<file path="config.mk">
export PLATFORM = sky130hd
export DESIGN_NAME = des_round_key_generator
export DESIGN_NICKNAME = d
export VERILOG_FILES = /design/src/hw/rtl/drkg_pkg.sv /design/src/hw/rtl/des_round_key_generator.sv /design/src/hw/rtl/drkg_subkey.sv
export SDC_FILE = /design/constraint.sdc
export NUM_CORES = 1
export LEC_CHECK = 0
export BUFFER_PORTS_ARGS = -buffer_cell sky130_fd_sc_hd__buf_4
export CORE_UTILIZATION = 52
export DETAILED_ROUTE_END_ITERATION = 8
export PLACE_DENSITY = 0.78
export SLEW_MARGIN = 20
export SYNTH_ARGS = -nofsm -noshare
export SYNTH_HDL_FRONTEND = slang
export SYNTH_SLANG_ARGS = --single-unit
</file>
<file path="constraint.sdc">
create_clock -name i_clk -period 4.9 [get_ports i_clk]
set_input_delay 1.225 -clock i_clk [delete_from_list [all_inputs] [get_ports i_clk]]
set_output_delay 1.225 -clock i_clk [all_outputs]
set_load 0.01 [all_outputs]
</file>
<file path="src/hw/rtl/drkg_pkg.sv">
// Package for the DES round key generator: permutation tables and helper functions.
`default_nettype none

package drkg_pkg;

    localparam int unsigned KeyBits    = 64;
    localparam int unsigned HalfBits   = 28;
    localparam int unsigned CdBits     = 56;
    localparam int unsigned SubkeyBits = 48;
    localparam int unsigned MaxRounds  = 16;

    typedef logic [HalfBits-1:0]   t_half;
    typedef logic [SubkeyBits-1:0] t_subkey;
    typedef logic [3:0]            t_round;
    typedef logic [4:0]            t_shift;

    localparam byte unsigned Pc1Tab [CdBits] = '{
        57, 49, 41, 33, 25, 17, 9, 1, 58, 50, 42, 34, 26, 18,
        10, 2, 59, 51, 43, 35, 27, 19, 11, 3, 60, 52, 44, 36,
        63, 55, 47, 39, 31, 23, 15, 7, 62, 54, 46, 38, 30, 22,
        14, 6, 61, 53, 45, 37, 29, 21, 13, 5, 28, 20, 12, 4
    };

    localparam byte unsigned Pc2Tab [SubkeyBits] = '{
        14, 17, 11, 24, 1, 5, 3, 28, 15, 6, 21, 10,
        23, 19, 12, 4, 26, 8, 16, 7, 27, 20, 13, 2,
        41, 52, 31, 37, 47, 55, 30, 40, 51, 45, 33, 48,
        44, 49, 39, 56, 34, 53, 46, 42, 50, 36, 29, 32
    };

    // Total left rotation of each half after a given round, modulo 28.
    localparam t_shift RotCum [MaxRounds] = '{
        5'd1, 5'd2, 5'd4, 5'd6, 5'd8, 5'd10, 5'd12, 5'd14,
        5'd15, 5'd17, 5'd19, 5'd21, 5'd23, 5'd25, 5'd27, 5'd0
    };

    function automatic logic [CdBits-1:0] pc1(input logic [KeyBits-1:0] key);
        logic [CdBits-1:0] res;
        res = '0;
        for (int i = 0; i < CdBits; i++) begin
            res[CdBits-1-i] = key[KeyBits - int'(Pc1Tab[i])];
        end
        return res;
    endfunction

    function automatic t_subkey pc2(input logic [CdBits-1:0] cd);
        t_subkey res;
        res = '0;
        for (int i = 0; i < SubkeyBits; i++) begin
            res[SubkeyBits-1-i] = cd[CdBits - int'(Pc2Tab[i])];
        end
        return res;
    endfunction

    function automatic t_half rotl28(input t_half v, input t_shift s);
        logic [2*HalfBits-1:0] dbl;
        dbl = {v, v} >> (5'd28 - s);
        return dbl[HalfBits-1:0];
    endfunction

endpackage

`default_nettype wire

</file>
<file path="src/hw/rtl/des_round_key_generator.sv">
// Top level of the DES round key generator.
`default_nettype none

// Each accepted key beat produces ROUND_COUNT round key beats (ROUND_COUNT is clamped to
// the range 1 to 16), one per cycle while the output side takes them. The 56-bit selection
// that drops the parity bits is applied at input, and each round key is formed directly
// from the stored halves by the total rotation of its round, so encrypt and decrypt order
// run at the same rate. The next key is accepted in the cycle that the last round key of
// the current one enters the output register.

module des_round_key_generator #(
    parameter int ROUND_COUNT = 16
) (
    input  wire         i_clk,
    input  wire         i_rst_n,
    input  wire         i_in_valid,
    output logic        o_in_ready,
    input  wire  [63:0] i_cipher_key,
    input  wire         i_mode,
    output logic        o_out_valid,
    input  wire         i_out_ready,
    output logic [47:0] o_round_key,
    output logic [3:0]  o_round_index,
    output logic        o_last_key
);

    localparam int Rounds = (ROUND_COUNT < 1) ? 1 :
                            (ROUND_COUNT > 16) ? 16 : ROUND_COUNT;
    localparam drkg_pkg::t_round LastRound = 4'(Rounds - 1);

    drkg_pkg::t_half  r_c;
    drkg_pkg::t_half  r_d;
    logic             r_rev;
    logic             r_busy;
    drkg_pkg::t_round r_cnt;

    logic [55:0]       cd_in;
    logic              step;
    logic              done_step;
    logic              accept;
    drkg_pkg::t_round  round_idx;
    drkg_pkg::t_subkey subkey;

    assign cd_in      = drkg_pkg::pc1(i_cipher_key);
    assign step       = r_busy && (!o_out_valid || i_out_ready);
    assign done_step  = step && (r_cnt == LastRound);
    assign o_in_ready = !r_busy || done_step;
    assign accept     = i_in_valid && o_in_ready;
    assign round_idx  = r_rev ? (LastRound - r_cnt) : r_cnt;

    drkg_subkey u_subkey (
        .i_c      (r_c),
        .i_d      (r_d),
        .i_round  (round_idx),
        .o_subkey (subkey)
    );

    always_ff @(posedge i_clk) begin
        if (!i_rst_n) begin
            r_busy      <= 1'b0;
            r_cnt       <= '0;
            r_rev       <= 1'b0;
            o_out_valid <= 1'b0;
        end else begin
            if (accept) begin
                r_busy <= 1'b1;
                r_cnt  <= '0;
                r_rev  <= i_mode;
            end else if (done_step) begin
                r_busy <= 1'b0;
            end else if (step) begin
                r_cnt <= r_cnt + 4'd1;
            end
            if (step) begin
                o_out_valid <= 1'b1;
            end else if (i_out_ready) begin
                o_out_valid <= 1'b0;
            end
        end
    end

    always_ff @(posedge i_clk) begin
        if (accept) begin
            r_c <= cd_in[55:28];
            r_d <= cd_in[27:0];
        end
        if (step) begin
            o_round_key   <= subkey;
            o_round_index <= round_idx;
            o_last_key    <= (r_cnt == LastRound);
        end
    end

`ifndef ASSERT_OFF
    // A new key is taken only when no run is in progress or the current one is finishing.
    a_accept_at_end: assert property (@(posedge i_clk) disable iff (!i_rst_n)
        accept |-> (!r_busy || (r_cnt == LastRound)))
        else $error("key beat accepted in the middle of a run");

    // The round counter never passes the last round of a run.
    a_cnt_range: assert property (@(posedge i_clk) disable iff (!i_rst_n)
        r_busy |-> (r_cnt <= LastRound))
        else $error("round counter out of range");

    // A run that has not reached its last round stays busy.
    a_run_continues: assert property (@(posedge i_clk) disable iff (!i_rst_n)
        (step && !done_step) |=> r_busy)
        else $error("run ended before its last round key");
`endif

endmodule

`default_nettype wire

</file>
<file path="src/hw/rtl/drkg_subkey.sv">
// Subkey logic: rotates both halves to a given round and makes the 48-bit round key selection.
`default_nettype none

module drkg_subkey (
    input  wire drkg_pkg::t_half   i_c,
    input  wire drkg_pkg::t_half   i_d,
    input  wire drkg_pkg::t_round  i_round,
    output drkg_pkg::t_subkey      o_subkey
);

    drkg_pkg::t_shift shift;
    drkg_pkg::t_half  c_rot;
    drkg_pkg::t_half  d_rot;

    assign shift    = drkg_pkg::RotCum[i_round];
    assign c_rot    = drkg_pkg::rotl28(i_c, shift);
    assign d_rot    = drkg_pkg::rotl28(i_d, shift);
    assign o_subkey = drkg_pkg::pc2({c_rot, d_rot});

endmodule

`default_nettype wire
</file>
==> results of run 1 <==
## cells in the final DEF (no fill, tap or decap), drive strengths merged, types with 3 or more instances in the layout
cell and instances:
a211oi 7, o31ai 3, mux4 6, a22o 5, nand2b 4, mux2i 163
a221oi 11, o22ai 13, edfxtp 109, nand3 5, inv 9, o21a 6
nor2 24, o21ai 12, o2bb2ai 3, a22oi 5, clkbuf 17, mux2 42
xnor2 4, a21oi 19, nor2b 4, bufinv 5, nand2 34, xor2 8
o21bai 4, clkinv 7, o221ai 6, a31oi 3, buf 136, dfxtp 7
nor3 4
## final cells by class
cell class,count,area (um2)
Clock buffer,17,425
Sequential cell,116,3410
Multi-Input combinational cell,423,3710
Fill cell,1049,4830
Tap cell,180,225
Inverter,8,30.0
Timing Repair Buffer,136,1030
Clock inverter,15,211
## cells in the mapped netlist (7+ instances only)
cell type | n | area, um2
a21oi_1 | 19 | 95.1
a221oi_1 | 10 | 87.6
buf_2 | 25 | 125
buf_4 | 11 | 82.6
dfxtp_1 | 7 | 140
edfxtp_1 | 109 | 3270
inv_1 | 7 | 26.3
mux2_2 | 39 | 439
mux2i_1 | 163 | 1630
nand2_1 | 32 | 120
nor2_1 | 22 | 82.6
o21ai_0 | 9 | 45.0
o22ai_1 | 13 | 81.3
## worst max path at each step
stage                           from                         to  slack, ns  depth (start not counted)
2_1_floorplan            i_out_ready      r_cnt[3]$_SDFFE_PP0P_       0.11                          5
3_3_place_gp   r_cnt[1]$_SDFFE_PP0P_  o_round_key[47]$_DFFE_PN_       0.90                         12
3_5_place_dp   r_cnt[1]$_SDFFE_PP0P_  o_round_key[25]$_DFFE_PN_       0.82                         13
4_1_cts        r_cnt[1]$_SDFFE_PP0P_  o_round_key[36]$_DFFE_PN_       0.80                         12
5_1_grt        r_cnt[1]$_SDFFE_PP0P_  o_round_key[25]$_DFFE_PN_       0.58                         13
6_report       r_cnt[1]$_SDFFE_PP0P_   o_round_key[4]$_DFFE_PN_       0.76                         12
## layer usage
layer / track usage [%] / routed length [um] / up-vias
met4: 9.88 / 318 / 0
li1: - / - / 2542
met3: 7.47 / 1450 / 30
met2: 35.0 / 7640 / 224
met5: 0 / 0 / -
met1: 35.8 / 8260 / 2552
## kinds of logic (layout without fill, tap and decap cells)
| kind of cell | Yosys count | in the layout |
|---|---|---|
| buffers and inverters | 55 | 176 |
| adder cells (fa/ha/maj) | 2 | 2 |
| XOR/XNOR | 12 | 12 |
| AND/OR/NAND/NOR | 84 | 84 |
| flip-flops | 116 | 116 |
| multiplexers | 211 | 211 |
| AO/OA/AOI/OAI | 114 | 114 |
## stage by stage
step / power, W / instances
2_1_floorplan: 0.00185 / 594
3_3_place_gp: 0.00210 / 863
3_5_place_dp: 0.00212 / 863
4_1_cts: 0.00346 / 895
5_1_grt: 0.00358 / 895
6_report: 0.00345 / 895
## state kept, by name, summed over array words and instances (netlist names)
register       cells
o_round_index      4
o_last_key         1
o_round_key       48
r_busy             1
r_rev              1
r_c               28
r_cnt              4
r_d               28
o_out_valid        1
## power by group through the flow
stage / logic (W) / clock network, W / registers, W
finish: 0.000878 / 0.00133 / 0.00124
global route: 0.000937 / 0.00139 / 0.00125
CTS: 0.000862 / 0.00135 / 0.00124
detailed placement: 0.000854 / 0 / 0.00126
global placement: 0.000845 / 0 / 0.00126
floorplan: 0.000565 / 0 / 0.00128
==> flow_metrics.py, run 1 <==
metrics = {
    "floorplanning": {
        "coreArea_um2": 13900,
        "ios": 124,
        "rows": 43,
        "start_util_pct": 53.3,
        "die_h_um": 121,
        "die_x_um": 121,
        "fp.dieArea_um2": 14700,
    },
    "sta": {
        "slew_viol_final": 0,
        "finalHoldViolations": 0,
        "max_slew_margin_pct": 40.8,
        "fin_ws_ns": 0.764,
        "setup-tns-final_ns": 0,
        "holdWs_ns": 0.521,
        "setup-violations-final": 0,
        "worst_pin_slew_ns": 0.888,
        "fmax_mhz": 242,
        "fin_crit_ns": 4.14,
        "rsz0062_at_grt": "no",
        "skew_ns": 0.00782,
        "min_period_over_period_pct": 84.4,
    },
    "critical_path": {
        "crit_fanout": 22,
        "cp.required_ns": 5.02,
        "timing.rr.start": "r_cnt[1]$_SDFFE_PP0P_",
        "critPathSlowestCell": "and3_1",
        "r2r_end": "o_round_key[4]$_DFFE_PN_",
        "max_stage_delay_ns": 0.78,
        "path_buf_inv": 2,
        "cp-end-kind": "register",
        "critical_path.top_delay_family": "compound AO/OA/AOI/OAI gates",
        "r2r_cells": 12,
        "arrival_ns": 4.25,
        "cp-start-kind": "register",
        "crit_chain": "o21ba_1 -> o2bb2ai_2 -> xor2_4 -> inv_2 -> ha_1 -> inv_1 -> a31o_2 -> a31oi_1 -> and3_1 -> nor2_1 -> a221oi_1 -> o221ai_1",
        "worst-setup-path-type": "register to register",
        "rrSetupSlack_ns": 0.76,
    },
    "min_path": {
        "whs_path_depth": 1,
        "min_path_type": "register to register",
        "hp-start": "r_busy$_SDFFE_PN0P_",
        "hold_end": "o_out_valid$_SDFFE_PN0P_",
    },
    "yosys": {
        "synth_xor_area_share_pct": 2.03,
        "synth_top_family_by_area": "multiplexers",
        "synth_fa_ha_area_share_pct": 0.339,
        "synth_fp_nets": 665,
        "synth-seq-cells": 116,
        "yosysSeqAreaShare_pct": 46.2,
        "yosys.area_share.simple_pct": 5.28,
        "synth_compound_area_share_pct": 11.7,
        "ys.warnings.count": 0,
        "synth_flop_cell": "edfxtp_1",
        "async_flop_share_pct": 0,
        "synthMuxAreaShare_pct": 30.3,
        "synth_cell_types": 66,
        "synth_edf_count": 109,
        "syn_area_per_cell_um2": 12.4,
        "netlist_instances": 594,
        "synthesis.area_um2": 7390,
    },
    "clocking": {
        "ctsHoldBuffers": 0,
        "cts-root-buf": "clkbuf_16",
        "cts-buffers-inserted": 17,
        "worstSkewPairLatency_ns": 0.42,
        "cts_tree": "built",
        "cts_sinks": 116,
        "clk_pin_slew_ns": 0.05,
        "cts-resized-gates": 0,
        "clockBufferDepth": 2,
        "htree_levels": 4,
        "cts_setup_buffers": 0,
    },
    "placement": {
        "port_buffers": 115,
        "place_area_um2": 8420,
        "place_ws_ns": 0.816,
        "dp.final_hpwl_um": 13000,
        "place_congestion": 0.922,
    },
    "final_layout": {
        "syn2layout_area_growth_pct": 22.5,
        "num_antenna_cells": 0,
        "layout-drive-gt1-share_pct": 32.6,
        "fin_area_um2": 9050,
        "final_core_util_pct": 65.2,
        "nets": 773,
    },
    "route": {
        "wl_um": 17700,
        "firstDrtPassIters": 4,
        "drc": 0,
        "wire_per_inst_um": 19.7,
        "vias_per_cell": 5.98,
        "vias": 5348,
        "ant_nets": 0,
        "drtIter0Drc": 537,
    },
    "power_and_ir_drop": {
        "leakagePower_nw": 3.98,
        "power_frac_comb_pct": 25.4,
        "internal-power_w": 0.00249,
        "p_seq_share_pct": 36.0,
        "p_per_area_nw_per_um2": 381,
        "swShare_pct": 27.8,
        "switchingPower_w": 0.000960,
        "p_clk_share_pct": 38.6,
        "vdd_drop_max_mv": 0.211,
    },
    "outcome": {
        "status": "finished clean",
    },
    "global_routing": {
        "grtUsageTotal_pct": 24.9,
        "grt_pass1_wl_um": 27300,
        "antenna_found_initial": 0,
        "grt_pass1_vias": 5054,
        "grt_max_degree": 44,
        "overflow": 0,
    },
    "job": {
        "max_cap_viol_count": 0,
    },
}
No activity file was read; power rests on OpenSTA's default activity.
==> inputs of run 2 (changes only) <==
CORE_UTILIZATION = 57   (was 52)
PLACE_DENSITY = 0.81   (was 0.78)
clock period = 4.2 ns   (was 4.9 ns; I/O delays follow)
==> flow_metrics.py, run 2 (same netlist as run 1, synthesis figures left out) <==
metrics = {
    "floorplanning": {
        "die_x_um": 116,
        "coreArea_um2": 12600,
        "ios": 124,
        "die_h_um": 116,
        "start_util_pct": 58.6,
        "fp.dieArea_um2": 13400,
        "rows": 41,
    },
    "power_and_ir_drop": {
        "p_total_w": 0.00392,
        "vdd_drop_max_mv": 0.416,
        "leakagePower_nw": 3.96,
        "p_per_area_nw_per_um2": 435,
    },
    "final_layout": {
        "biggestRegsByFlops": "o_round_key: 48 flops, r_c: 28 flops, r_d: 28 flops",
        "largest_reg_flops": 48,
        "fin_area_um2": 9010,
        "regMostFlops": "o_round_key",
        "layout_common_cells": "163 x mux2i_1, 135 x buf_4, 109 x edfxtp_1",
        "nets": 773,
        "syn2layout_area_growth_pct": 22.0,
        "num_antenna_cells": 0,
        "layout-drive-gt1-share_pct": 32.6,
        "mostFrequentLayoutCell": "mux2i_1",
    },
    "sta": {
        "holdWs_ns": 0.525,
        "skew_ns": 0.00970,
        "min_period_over_period_pct": 88.6,
        "worst_pin_slew_ns": 0.826,
        "fin_crit_ns": 3.72,
        "slew_viol_final": 0,
        "finalHoldViolations": 0,
        "fmax_mhz": 269,
        "rsz0062_at_grt": "no",
        "max_slew_margin_pct": 44.7,
        "setup-tns-final_ns": 0,
        "fin_ws_ns": 0.477,
        "setup-violations-final": 0,
    },
    "route": {
        "firstDrtPassIters": 5,
        "vias": 5384,
        "m1WireLength_um": 8280,
        "wl_met2_um": 7900,
        "drtIter0Drc": 402,
        "wl_met3_um": 1520,
        "wire_per_inst_um": 20.2,
        "top_layer_used": "met4",
        "wl_um": 17900,
        "vias_per_cell": 6.07,
        "drc": 0,
        "ant_nets": 0,
    },
    "critical_path": {
        "max_stage_delay_ns": 0.44,
        "arrival_ns": 3.92,
        "rrSetupSlack_ns": 0.48,
        "path_buf_inv": 3,
        "crit_chain": "buf_4 -> xor2_1 -> inv_1 -> ha_1 -> or3b_1 -> a211oi_1 -> a31oi_1 -> nand3_2 -> buf_4 -> mux2i_1 -> a2bb2o_1 -> a221oi_1",
        "critPathSlowestCell": "dfxtp_1",
        "worst_path_most_repeated_cell": "buf_4",
        "cp-start-kind": "register",
        "worst-setup-path-type": "register to register",
        "cp.required_ns": 4.40,
        "crit_fanout": 32,
        "critical_path.top_delay_family": "compound AO/OA/AOI/OAI gates",
        "cp-end-kind": "register",
    },
    "clocking": {
        "cts_tree": "built",
        "cts-root-buf": "clkbuf_16",
        "ctsHoldBuffers": 0,
        "cts-buffers-inserted": 17,
        "clk_pin_slew_ns": 0.06,
        "worstSkewPairLatency_ns": 0.42,
        "htree_levels": 4,
        "cts_sinks": 116,
        "clockBufferDepth": 2,
        "cts-resized-gates": 0,
        "cts_setup_buffers": 0,
    },
    "placement": {
        "place_congestion": 0.920,
        "place_ws_ns": 0.522,
        "port_buffers": 115,
        "place_area_um2": 8410,
        "dp.final_hpwl_um": 13300,
    },
    "global_routing": {
        "overflow": 0,
        "grt_pass1_wl_um": 27700,
        "grt_pass1_vias": 5037,
        "grt_max_degree": 57,
        "antenna_found_initial": 0,
        "grtUsageTotal_pct": 27.9,
    },
    "min_path": {
        "min_path_type": "register to register",
    },
    "outcome": {
        "status": "finished clean",
    },
    "job": {
        "max_cap_viol_count": 0,
    },
}
==> run 2: changes by cell type in the layout (fill, tap and decap cells not counted) <==
cell and delta:
bufinv_16 -2, clkinvlp_4 +1, clkinv_2 -4, clkinv_4 +5
==> run 2: metal layers <==
layer	up-vias	global-route usage (%)
li1	2539	-
met1	2593	39.9
met2	235	40.1
met3	17	8.84
met4	0	9.23
met5	-	0
==> run 2: layout make-up <==
cell class / count / area [um2]
Fill cell: 890 / 3600
Clock buffer: 17 / 425
Multi-Input combinational cell: 423 / 3710
Timing Repair Buffer: 136 / 1030
Tap cell: 172 / 215
Inverter: 8 / 30.0
Sequential cell: 116 / 3410
Clock inverter: 15 / 183
==> run 2: worst paths after layout <==
path | endpoint | cells past startpoint | startpoint
max | o_round_key[47]$_DFFE_PN_ | 12 | r_cnt[3]$_SDFFE_PP0P_
max reg2reg | o_round_key[47]$_DFFE_PN_ | 12 | r_cnt[3]$_SDFFE_PP0P_
min | o_out_valid$_SDFFE_PN0P_ | 1 | r_busy$_SDFFE_PN0P_
min reg2reg | o_out_valid$_SDFFE_PN0P_ | 1 | r_busy$_SDFFE_PN0P_
==> run 2: per-stage QoR <==
step	std cells	util [%]
floorplan	594	-
global placement	855	66.6
detailed placement	855	66.6
CTS	887	71.4
global route	887	71.4
finish	887	71.4
==> run 2: worst reg2reg max path, stage by stage (launching register included) <==
cell	delay [ns]
dfxtp_1	0.44
buf_4	0.26
xor2_1	0.32
inv_1	0.11
ha_1	0.32
or3b_1	0.37
a211oi_1	0.24
a31oi_1	0.09
nand3_2	0.16
buf_4	0.40
mux2i_1	0.19
a2bb2o_1	0.31
a221oi_1	0.30
==> run 2: where the power goes <==
group          switching [W]  leakage (nW)  internal, W
Sequential         0.0000399          1.09      0.00141
Combinational       0.000573          2.58     0.000456
Clock               0.000516         0.287     0.000933
Total                0.00113          3.96      0.00279
